===== src/design/mpm_pkg.sv =====
`timescale 1ns / 1ps

package mpm_pkg;

  localparam int MOUNTS      = 8;
  localparam int PREFIX_MAX  = 64;
  localparam int PATH_CHARS  = 256;
  localparam int MAX_MATCHES = 4;

  localparam int CMD_W      = 2;
  localparam int ENTRY_W    = 3;
  localparam int POSITION_W = 6;
  localparam int CHAR_W     = 8;
  localparam int PLEN_IN_W  = 7;
  localparam int MIDX_OUT_W = 3;
  localparam int RANK_W     = 2;
  localparam int COUNT_W    = 3;

  localparam int MOUNT_W = (MOUNTS > 1) ? $clog2(MOUNTS) : 1;
  localparam int ADDR_W  = $clog2(PREFIX_MAX);
  localparam int LEN_W   = $clog2(PREFIX_MAX + 1);
  localparam int PPOS_W  = $clog2(PATH_CHARS + 1);
  localparam int SLOT_W  = (MAX_MATCHES > 1) ? $clog2(MAX_MATCHES) : 1;
  localparam int CNT_W   = $clog2(MAX_MATCHES + 1);
  localparam int LCMP_W  = (LEN_W > PLEN_IN_W) ? LEN_W : PLEN_IN_W;
  localparam int PCMP_W  = (PPOS_W > LEN_W) ? PPOS_W : LEN_W;
  localparam int AEXT_W  = (PPOS_W > ADDR_W) ? PPOS_W : ADDR_W;

  localparam logic [CHAR_W-1:0] SLASH = 8'h2F;

  typedef enum logic [CMD_W-1:0] {
    CMD_WRITE_CHAR = 2'd0,
    CMD_SET_ENTRY  = 2'd1,
    CMD_PATH_CHAR  = 2'd2
  } mpm_command_t;

  typedef enum logic [1:0] {
    S_IDLE,
    S_COMPARE,
    S_SCAN,
    S_EMIT
  } mpm_state_t;

  typedef struct packed {
    logic wr_char;
    logic set_entry;
    logic path_start;
    logic path_compare;
    logic scan_clear;
    logic scan_step;
    logic path_done;
    logic emit_load;
  } mpm_cmd_t;

  typedef struct packed {
    logic last_char;
    logic scan_last;
    logic emit_last;
    logic out_free;
  } mpm_status_t;

endpackage


===== src/design/mount_prefix_matcher_core.sv =====
`timescale 1ns / 1ps
// Table writes (prefix character, entry flags): accepted without stalling the input.
// Path character: lane memory read, then compare in all lanes; input stalled meanwhile.
// Final path character: read and compare, then one entry sorted per cycle before the
// first result; then one result per cycle while the output is not stalled.
// Reset (rst, synchronous): entries unused, all lanes alive, path position zero.
module mount_prefix_matcher_core
  import mpm_pkg::*;
(
  input  logic                  clk,
  input  logic                  rst,
  input  logic                  in_valid,
  output logic                  in_stall,
  input  logic [CMD_W-1:0]      command,
  input  logic [ENTRY_W-1:0]    entry,
  input  logic [POSITION_W-1:0] position,
  input  logic [CHAR_W-1:0]     char_value,
  input  logic                  entry_used,
  input  logic                  has_device,
  input  logic [PLEN_IN_W-1:0]  prefix_length,
  input  logic                  last_char,
  output logic                  out_valid,
  input  logic                  out_stall,
  output logic                  found,
  output logic [MIDX_OUT_W-1:0] mount_index,
  output logic [RANK_W-1:0]     rank,
  output logic [COUNT_W-1:0]    match_count,
  output logic                  last_result
);

  mpm_cmd_t    cmd;
  mpm_status_t sts;

  mpm_ctrl u_ctrl (
    .clk      (clk),
    .rst      (rst),
    .in_valid (in_valid),
    .command  (command),
    .sts      (sts),
    .cmd      (cmd),
    .in_stall (in_stall)
  );

  mpm_datapath u_datapath (
    .clk           (clk),
    .rst           (rst),
    .cmd           (cmd),
    .sts           (sts),
    .entry         (entry),
    .position      (position),
    .char_value    (char_value),
    .entry_used    (entry_used),
    .has_device    (has_device),
    .prefix_length (prefix_length),
    .last_char     (last_char),
    .out_stall     (out_stall),
    .out_valid     (out_valid),
    .found         (found),
    .mount_index   (mount_index),
    .rank          (rank),
    .match_count   (match_count),
    .last_result   (last_result)
  );

endmodule


===== src/design/mpm_lane.sv =====
`timescale 1ns / 1ps

module mpm_lane
  import mpm_pkg::*;
(
  input  logic              clk,
  input  logic              rst,
  input  logic              wr_en,
  input  logic [ADDR_W-1:0] wr_addr,
  input  logic [CHAR_W-1:0] wr_data,
  input  logic              rd_en,
  input  logic [PPOS_W-1:0] pos,
  input  logic              cmp_en,
  input  logic [CHAR_W-1:0] ch,
  input  logic [LEN_W-1:0]  len,
  input  logic              revive,
  output logic              alive,
  output logic              root_slash
);

  logic [CHAR_W-1:0] mem [PREFIX_MAX];
  logic [CHAR_W-1:0] rd_data;
  logic [AEXT_W-1:0] pos_ext;
  logic [PCMP_W-1:0] pos_cmp;
  logic [PCMP_W-1:0] len_cmp;
  logic              kill;

  assign pos_ext = AEXT_W'(pos);
  assign pos_cmp = PCMP_W'(pos);
  assign len_cmp = PCMP_W'(len);

  always_ff @(posedge clk) begin
    if (wr_en) begin
      mem[wr_addr] <= wr_data;
    end
    if (rd_en) begin
      rd_data <= mem[pos_ext[ADDR_W-1:0]];
    end
  end

  always_ff @(posedge clk) begin
    if (rst) begin
      root_slash <= 1'b0;
    end else if (wr_en && wr_addr == '0) begin
      root_slash <= (wr_data == SLASH);
    end
  end

  always_comb begin
    if (pos_cmp < len_cmp) begin
      kill = (rd_data != ch);
    end else if (pos_cmp == len_cmp) begin
      kill = (ch != SLASH);
    end else begin
      kill = 1'b0;
    end
  end

  always_ff @(posedge clk) begin
    if (rst) begin
      alive <= 1'b1;
    end else if (revive) begin
      alive <= 1'b1;
    end else if (cmp_en && kill) begin
      alive <= 1'b0;
    end
  end

endmodule


===== src/design/mpm_datapath.sv =====
`timescale 1ns / 1ps

module mpm_datapath
  import mpm_pkg::*;
(
  input  logic                  clk,
  input  logic                  rst,
  input  mpm_cmd_t              cmd,
  output mpm_status_t           sts,
  input  logic [ENTRY_W-1:0]    entry,
  input  logic [POSITION_W-1:0] position,
  input  logic [CHAR_W-1:0]     char_value,
  input  logic                  entry_used,
  input  logic                  has_device,
  input  logic [PLEN_IN_W-1:0]  prefix_length,
  input  logic                  last_char,
  input  logic                  out_stall,
  output logic                  out_valid,
  output logic                  found,
  output logic [MIDX_OUT_W-1:0] mount_index,
  output logic [RANK_W-1:0]     rank,
  output logic [COUNT_W-1:0]    match_count,
  output logic                  last_result
);

  logic [MOUNTS-1:0]  entry_valid;
  logic [MOUNTS-1:0]  entry_device;
  logic [LEN_W-1:0]   entry_length [MOUNTS];
  logic [PPOS_W-1:0]  path_pos;
  logic [CHAR_W-1:0]  ch;
  logic               last_q;

  logic [MOUNTS-1:0]  alive;
  logic [MOUNTS-1:0]  root_slash;
  logic [MOUNTS-1:0]  hit;
  logic               entry_ok;
  logic               pos_ok;
  logic               pos_in_range;
  logic [LEN_W-1:0]   len_sat;

  logic [MOUNT_W-1:0] scan_idx;
  logic [CNT_W-1:0]   count;
  logic [SLOT_W-1:0]  emit_idx;
  logic [MOUNT_W-1:0] slot_idx [MAX_MATCHES];
  logic [LEN_W-1:0]   slot_len [MAX_MATCHES];
  logic               slot_dev [MAX_MATCHES];
  logic [MAX_MATCHES-1:0] take;
  logic [MAX_MATCHES-1:0] prev_take;
  logic [LEN_W-1:0]   cur_len;
  logic               cur_dev;
  logic               ins;

  assign entry_ok     = int'(entry) < MOUNTS;
  assign pos_ok       = int'(position) < PREFIX_MAX;
  assign pos_in_range = path_pos < PPOS_W'(PATH_CHARS);
  assign len_sat      = (LCMP_W'(prefix_length) > LCMP_W'(PREFIX_MAX)) ?
                        LEN_W'(PREFIX_MAX) : LEN_W'(prefix_length);

  for (genvar e = 0; e < MOUNTS; e++) begin : g_lane
    mpm_lane u_lane (
      .clk        (clk),
      .rst        (rst),
      .wr_en      (cmd.wr_char && entry_ok && pos_ok && int'(entry) == e),
      .wr_addr    (ADDR_W'(position)),
      .wr_data    (char_value),
      .rd_en      (cmd.path_start),
      .pos        (path_pos),
      .cmp_en     (cmd.path_compare && pos_in_range),
      .ch         (ch),
      .len        (entry_length[e]),
      .revive     (cmd.path_done),
      .alive      (alive[e]),
      .root_slash (root_slash[e])
    );

    assign hit[e] = entry_valid[e] &&
                    ((entry_length[e] == LEN_W'(1) && root_slash[e]) ||
                     (alive[e] && PCMP_W'(path_pos) >= PCMP_W'(entry_length[e])));
  end

  always_ff @(posedge clk) begin
    if (rst) begin
      entry_valid  <= '0;
      entry_device <= '0;
    end else if (cmd.set_entry && entry_ok) begin
      entry_valid[MOUNT_W'(entry)]  <= entry_used;
      entry_device[MOUNT_W'(entry)] <= has_device;
    end
  end

  always_ff @(posedge clk) begin
    if (cmd.set_entry && entry_ok) begin
      entry_length[MOUNT_W'(entry)] <= len_sat;
    end
    if (cmd.path_start) begin
      ch     <= char_value;
      last_q <= last_char;
    end
  end

  always_ff @(posedge clk) begin
    if (rst) begin
      path_pos <= '0;
    end else if (cmd.path_done) begin
      path_pos <= '0;
    end else if (cmd.path_compare && pos_in_range) begin
      path_pos <= path_pos + PPOS_W'(1);
    end
  end

  // insertion sort of hits into the result slots, one entry per cycle
  assign cur_len = entry_length[scan_idx];
  assign cur_dev = entry_device[scan_idx];
  assign ins     = cmd.scan_step && hit[scan_idx] && count < CNT_W'(MAX_MATCHES);

  always_comb begin
    for (int i = 0; i < MAX_MATCHES; i++) begin
      take[i] = (CNT_W'(i) >= count) || (cur_len > slot_len[i]) ||
                (cur_len == slot_len[i] && cur_dev && !slot_dev[i]);
    end
    prev_take[0] = 1'b0;
    for (int i = 1; i < MAX_MATCHES; i++) begin
      prev_take[i] = take[i-1];
    end
  end

  always_ff @(posedge clk) begin
    if (ins) begin
      if (take[0]) begin
        slot_idx[0] <= scan_idx;
        slot_len[0] <= cur_len;
        slot_dev[0] <= cur_dev;
      end
      for (int i = 1; i < MAX_MATCHES; i++) begin
        if (take[i]) begin
          if (prev_take[i]) begin
            slot_idx[i] <= slot_idx[i-1];
            slot_len[i] <= slot_len[i-1];
            slot_dev[i] <= slot_dev[i-1];
          end else begin
            slot_idx[i] <= scan_idx;
            slot_len[i] <= cur_len;
            slot_dev[i] <= cur_dev;
          end
        end
      end
    end
  end

  always_ff @(posedge clk) begin
    if (rst) begin
      scan_idx <= '0;
      count    <= '0;
    end else if (cmd.scan_clear) begin
      scan_idx <= '0;
      count    <= '0;
    end else if (cmd.scan_step) begin
      if (!sts.scan_last) begin
        scan_idx <= scan_idx + MOUNT_W'(1);
      end
      if (ins) begin
        count <= count + CNT_W'(1);
      end
    end
  end

  always_ff @(posedge clk) begin
    if (rst) begin
      emit_idx <= '0;
    end else if (cmd.path_done) begin
      emit_idx <= '0;
    end else if (cmd.emit_load) begin
      emit_idx <= emit_idx + SLOT_W'(1);
    end
  end

  always_ff @(posedge clk) begin
    if (rst) begin
      out_valid <= 1'b0;
    end else if (cmd.emit_load) begin
      out_valid <= 1'b1;
    end else if (!out_stall) begin
      out_valid <= 1'b0;
    end
  end

  always_ff @(posedge clk) begin
    if (cmd.emit_load) begin
      found       <= (count != '0);
      mount_index <= (count != '0) ? MIDX_OUT_W'(slot_idx[emit_idx]) : '0;
      rank        <= RANK_W'(emit_idx);
      match_count <= COUNT_W'(count);
      last_result <= sts.emit_last;
    end
  end

  assign sts.last_char = last_q;
  assign sts.scan_last = (int'(scan_idx) == MOUNTS - 1);
  assign sts.emit_last = (count == '0) || (CNT_W'(emit_idx) + CNT_W'(1) == count);
  assign sts.out_free  = !out_valid || !out_stall;

endmodule


===== src/design/mpm_ctrl.sv =====
`timescale 1ns / 1ps

module mpm_ctrl
  import mpm_pkg::*;
(
  input  logic             clk,
  input  logic             rst,
  input  logic             in_valid,
  input  logic [CMD_W-1:0] command,
  input  mpm_status_t      sts,
  output mpm_cmd_t         cmd,
  output logic             in_stall
);

  mpm_state_t state;
  mpm_state_t state_next;

  always_ff @(posedge clk) begin
    if (rst) begin
      state <= S_IDLE;
    end else begin
      state <= state_next;
    end
  end

  always_comb begin
    state_next = state;
    cmd        = '0;
    in_stall   = 1'b1;
    unique case (state)
      S_IDLE: begin
        in_stall = 1'b0;
        if (in_valid) begin
          unique case (command)
            CMD_WRITE_CHAR: cmd.wr_char = 1'b1;
            CMD_SET_ENTRY:  cmd.set_entry = 1'b1;
            CMD_PATH_CHAR: begin
              cmd.path_start = 1'b1;
              state_next     = S_COMPARE;
            end
            default: ;
          endcase
        end
      end
      S_COMPARE: begin
        cmd.path_compare = 1'b1;
        if (sts.last_char) begin
          cmd.scan_clear = 1'b1;
          state_next     = S_SCAN;
        end else begin
          state_next = S_IDLE;
        end
      end
      S_SCAN: begin
        cmd.scan_step = 1'b1;
        if (sts.scan_last) begin
          cmd.path_done = 1'b1;
          state_next    = S_EMIT;
        end
      end
      S_EMIT: begin
        if (sts.out_free) begin
          cmd.emit_load = 1'b1;
          if (sts.emit_last) begin
            state_next = S_IDLE;
          end
        end
      end
      default: state_next = S_IDLE;
    endcase
  end

endmodule


===== config.mk =====
export PLATFORM = sky130hd
export DESIGN_NAME = mount_prefix_matcher_core
export DESIGN_NICKNAME = d
export VERILOG_FILES = /design/src/design/mpm_pkg.sv /design/src/design/mount_prefix_matcher_core.sv /design/src/design/mpm_lane.sv /design/src/design/mpm_datapath.sv /design/src/design/mpm_ctrl.sv
export SDC_FILE = /design/constraint.sdc
export NUM_CORES = 2
export LEC_CHECK = 0
export BUFFER_PORTS_ARGS = -buffer_cell sky130_fd_sc_hd__buf_4
export CAP_MARGIN = 20
export CORE_ASPECT_RATIO = 0.5
export CORE_UTILIZATION = 45
export DETAILED_ROUTE_END_ITERATION = 6
export GPL_TIMING_DRIVEN = 0
export SLEW_MARGIN = 20
export SYNTH_ARGS = -nofsm -noshare
export SYNTH_HDL_FRONTEND = slang
export SYNTH_MEMORY_MAX_BITS = 65536
export SYNTH_SLANG_ARGS = --single-unit
export TNS_END_PERCENT = 50

===== constraint.sdc =====
create_clock -name clk -period 7.1 [get_ports clk]
set_input_delay 1.42 -clock clk [delete_from_list [all_inputs] [get_ports clk]]
set_output_delay 1.42 -clock clk [all_outputs]
set_load 0.1 [all_outputs]

# [After elaboration in Yosys (flattened, before gate mapping)]
# Memories as Yosys holds them, arrays and structs flattened. A register that Yosys moved wholly into a read port is not among the register bits.
# Index checks and enable logic that the tools add are counted.
[word_totals] wordCells=334 ramBits=4196 memories=12 latchBits=0 romBits=0 ff_bits=68 inputBits=33
[op_classes] reduce_logical=96 shift=0 n_div=0 muxes=101 addsub=5 eq_ne=50 magnitude_cmp=30 n_mul=0 n_bitwise=10
[mem_list] memory="u_datapath.g_lane[0].u_lane.mem" words=64 width=8 rd=1 rd_clocked_by_memory_dff=1 wr=1 line_no="mpm_lane.sv:21" source="logic [CHAR_W-1:0] mem [PREFIX_MAX];"
[mem_list] memory="u_datapath.g_lane[1].u_lane.mem" words=64 width=8 rd=1 rd_clocked_by_memory_dff=1 wr=1 line_no="mpm_lane.sv:21"
[mem_list] memory="u_datapath.g_lane[2].u_lane.mem" words=64 width=8 rd=1 rd_clocked_by_memory_dff=1 wr=1 line_no="mpm_lane.sv:21"
[mem_list] memory="u_datapath.g_lane[3].u_lane.mem" words=64 width=8 rd=1 rd_clocked_by_memory_dff=1 wr=1 line_no="mpm_lane.sv:21"
[mem_list] memory="u_datapath.g_lane[4].u_lane.mem" words=64 width=8 rd=1 rd_clocked_by_memory_dff=1 wr=1 line_no="mpm_lane.sv:21"
[mem_list] memory="u_datapath.g_lane[5].u_lane.mem" words=64 width=8 rd=1 rd_clocked_by_memory_dff=1 wr=1 line_no="mpm_lane.sv:21"
[mem_list] memory="6 more memories"
[ops] op="$mux W1" count=76
[ops] op="$eq A9 B7 Y1" count=8
[ops] op="$ge A9 B7 Y1" count=8
[ops] op="$lt A9 B7 Y1" count=8
[ops] op="$ne A8 B8 Y1" count=8
[ops] op="$logic_and A1 B1 Y1" count=60
[ops] op="$eq A7 B1 Y1 const B" count=8
[ops] op="$eq A7 B7 Y1" count=4
[ops] op="$gt A7 B7 Y1" count=4
[ops] op="$mux W7" count=4
[ops] op="$mux W3" count=7
[ops] op="$logic_or A1 B1 Y1" count=18
[ops] op="$bwmux W8" count=2
[ops] op="$mux W2" count=8
[ops] op="$eq A3 B3 Y1 const B" count=4
[ops] op="$ne A2 B2 Y1 const B" count=5
[ops] op="$add A9 B1 Y9 const B" count=1
[ops] op="$lt A9 B9 Y1 const B" count=1
[ops] op="$or A1 B1 Y1" count=9
[ops] op="$eq A8 B6 Y1 const B" count=1
[ops] op="$lt A3 B4 Y1 const B" count=2
[ops] op="$ne A8 B6 Y1 const B" count=1
[ops] op="$pmux W2 S4" count=1
[ops] op="$gt A7 B7 Y1 const B" count=1
[ops] op="24 further kinds" count=43

# [Logic depth before layout (Yosys ltp)]
# An unclocked memory read counts as a cell.
[logic_depth] ltp_word=12 depth_mapped=15

# [Cells and area by module]
# A second synthesis with hierarchy kept.
[hier_totals] cells_unflattened=8588 area_unflattened_um2=173315.0
[by_module_without_submodules] module="mpm_lane at u_datapath.g_lane[1].u_lane ..." area_per_inst_um2=20604.8 seq_area_each_um2=15655.0 instances=7 cells_each=984
[by_module_without_submodules] module="mpm_lane at u_datapath.g_lane[0].u_lane" area_per_inst_um2=20607.3 seq_area_each_um2=15655.0 instances=1 cells_each=985
[by_module_without_submodules] module="mpm_datapath" area_per_inst_um2=8296.7 seq_area_each_um2=4073.9 instances=1 cells_each=695
[by_module_without_submodules] module="mpm_ctrl" area_per_inst_um2=177.7 seq_area_each_um2=40.0 instances=1 cells_each=20

# [Least setup slack after synthesis]
# No wires, ideal clock.
[synth_timing] path_kind="input port to flip-flop" start="in in_valid" end="reg u_datapath.ch[0] (enable)" slack_ns=-0.397 stages=2 path_buffers=0 t_arrival_ns=6.884 cell_sequence="nand2_1 -> nor3b_1"
[synth_lines] element="start: declaration" line_no="mount_prefix_matcher_core.sv:12" source="input logic in_valid,"
[synth_lines] element="end signal: assignment" line_no="mpm_datapath.sv:96" source="ch <= char_value;"
[synth_lines] element="end: declaration" line_no="mpm_datapath.sv:30" source="logic [CHAR_W-1:0] ch;"

==> impl_metrics.csv <==
group,metric,value,unit
status,outcome,"finished, violations left",
status,violations,"design-rule violations",
floorplanning,start_util,45.4,%
synth,synth_nets,7507,
timing,timing.fmax,0.168,GHz
cts,worstSkewPairLatency,950,ps
floorplanning,core,372000,um^2
cts,cts_tree,"built",
critical_path,critPathKind,"reg -> reg",
placed_design,numPortBuffers,36,
cts,htree_levels,5,
drt,finalWirelength,488000,um
drt,num_vias,82700,
timing,rsz0062_at_grt,"false",
cts,cts_hold_buf,0,
global_route,grt_pass1_wl,666000,um
synth,synth_top_area_share,76.0,%
synth,synth_top_area_cell,"edfxtp_1",
timing,period_needed,5950,ps
timing,finalSetupTns,0,ps
critical_path,critical_path_required,7640,ps
cts,ctsRootBufferMaster,"clkbuf_16",
timing,slew_headroom,15.8,%
drt,drc_errors,1,
cts,clock_sinks,4326,
timing,setup_violations,0,
synth,synth_area,169000,um^2
synth,synth.ff_latch_count,4326,
synth,syn_avg_cell_area,22.8,um^2
drt,via_per_inst,6.27,
cells_and_area,final_core_util,51.0,%
run,cap_violations,0,
synth,async_flop_share,0,%
timing,hold_viol_final,0,
cts,cts_inserted_buffers,389,
floorplanning,fp.dieW,868,um
synth,yosys-top-cells-count,"edfxtp_1, mux4_2, nor2_1",
cts,clk_path_buf_depth,4,
cells_and_area,drive_gt1_share,27.6,%
placed_design,place_congestion,0.872,
timing,worst_slew_pin_slew,1260,ps
global_route,grt_start_max_net_pins,130,
drt,wl_per_cell,37.0,um
synth,synth_cell_types,60,
synth,synth_cells,7390,
cells_and_area,nets,8018,
global_route,grt_pass1_vias,80700,
synth,synthFlopType,"edfxtp_1",
floorplanning,io_pins,45,
critical_path,cp-end-kind,"flop",
drt,ant_nets,0,
synth,yosysSeqAreaShare,76.6,%
cells_and_area,instances_no_fill,13200,
power_and_ir_drop,p_per_area,267,nW/um^2
global_route,grtUsageTotal,25.6,%
synth,synth_edf_count,4271,
placed_design,post-place-cells,12500,
cts,ctsResizeCount,0,
critical_path,crit_fanout,11,
floorplanning,die_height,435,um
synth,ys.warnings.count,0,
drt,drt_iter0_drc,12000,
power_and_ir_drop,peakVddDrop,187,uV
placed_design,dp_hpwl,332000,um
timing,fin_skew,74.0,ps
cts,cts_setup_buffers,0,
drt,drt_first_pass_iters,7,
floorplanning,dieArea,378000,um^2
critical_path,arrival,6490,ps
global_route,overflow,0,
timing,fin_crit_sh,83.8,%
critical_path,startpoint_type,"flop",
min_path,hold_path_class,"reg -> reg",
cts,clkTransAtPathRegs,60,ps
synth,yosysMostFrequentCell,"edfxtp_1",
power_and_ir_drop,cellLeakagePower,56.6,nW
synth,synth_area_leaders,"edfxtp_1, mux4_2, nor2_1",
floorplanning,rows,158,
global_route,antenna_found_initial,83,
cells_and_area,area_growth_syn_to_layout,12.5,%
timing,drv_slew,0,
## where the power goes
part	switching (mW)	total [mW]	internal [mW]	leakage (nW)
clock network	9.42	21.2	11.8	6.06
registers	0.0104	28.1	28.0	38.8
logic	0.979	1.42	0.442	11.7
## per-stage QoR
step | cell area (um^2) | hold WS [ps] | power (mW) | worst slack (ps)
after floorplan | 169000 | 406 | 29.2 | 2220
after global placement | 175000 | 410 | 30.0 | -360
after detailed placement | 177000 | 422 | 30.0 | 1160
after CTS | 190000 | 437 | 50.8 | 1140
after global routing | 190000 | 461 | 51.8 | 869
final | 190000 | 434 | 50.7 | 1150
## critical path, stage by stage, from the launching register on
cell	delay [ps]
dfxtp_1	330
buf_2	490
buf_2	470
buf_6	410
buf_6	280
inv_1	260
ha_1	280
nand3b_1	150
a21oi_1	180
nor4_1	80
nor4b_1	400
o22ai_1	200
a311oi_4	690
clkbuf_1	370
nor2b_1	870
## path summary, 6_finish.rpt
| path | from | endpoint | slack [ps] | cells past startpoint |
|---|---|---|---|---|
| max reg2reg | u_datapath.path_pos[0] | u_datapath.slot_len[0][4] | 1150 | 14 |
| min | u_datapath.count[2] | u_datapath.match_count[2] | 430 | 0 |
| max | u_datapath.path_pos[0] | u_datapath.slot_len[0][4] | 1150 | 14 |
| min reg2reg | u_datapath.count[2] | u_datapath.match_count[2] | 430 | 0 |
## sequential cells by signal, indices dropped and copies added, names as in the netlist, 2 cells and up, named ones only
name / count
u_datapath.entry_valid: 8
u_datapath.path_pos: 9
u_datapath.g_lane.u_lane.root_slash: 8
u_datapath.rank: 2
u_datapath.ch: 8
u_datapath.emit_idx: 2
u_datapath.entry_device: 8
u_datapath.slot_idx: 12
u_datapath.g_lane.u_lane.mem: 4096
u_datapath.mount_index: 3
u_datapath.entry_length: 56
u_datapath.slot_len: 21
u_datapath.slot_dev: 3
u_datapath.g_lane.u_lane.alive: 8
u_datapath.g_lane.u_lane.rd_data: 64
u_datapath.match_count: 3
u_datapath.count: 3
u_datapath.scan_idx: 3
## cell type report
cell class,instances,area (um^2)
Clock inverter,215,2090
Fill cell,29100,182000
Sequential cell,4326,129000
Buffer,400,1780
Clock buffer,480,10300
Timing Repair Buffer,120,2110
Multi-Input combinational cell,2575,37600
Tap cell,4960,6210
Antenna cell,31,77.6
Inverter,89,334
## logic make-up after synthesis
family / synth area share, %
AO/OA/AOI/OAI: 0.511
multiplexers: 18.5
flip-flops: 76.6
adder cells (fa/ha/maj): 0.622
XOR/XNOR: 0.384
AND/OR/NAND/NOR: 2.20
buffers and inverters: 1.20
## layer usage
layer	share of wire (%)	up-vias	wire length, um	track usage, %
li1	-	32300	-	-
met1	40	45000	195000	37.3
met2	45	4692	219000	38.0
met3	12	730	60200	7.92
met4	2.9	52	14300	6.70
met5	0.069	-	339	0
## layout by cell type (no fill, tap or decap), types with 21 or more instances in the layout
cell type,count
edfxtp_1,4271
mux4_2,1363
nor2_1,561
clkbuf_16,398
clkbuf_1,263
nand2_1,142
buf_2,115
inv_1,89
clkinv_1,86
ha_1,84
a21oi_1,72
xor2_1,69
clkinv_2,65
clkbuf_2,55
dfxtp_1,54
buf_16,42
bufinv_16,41
buf_4,35
buf_1,34
diode_2,31
o21ai_0,28
nand3_1,25
nor2b_1,21
(Power assumes the default switching activity.)
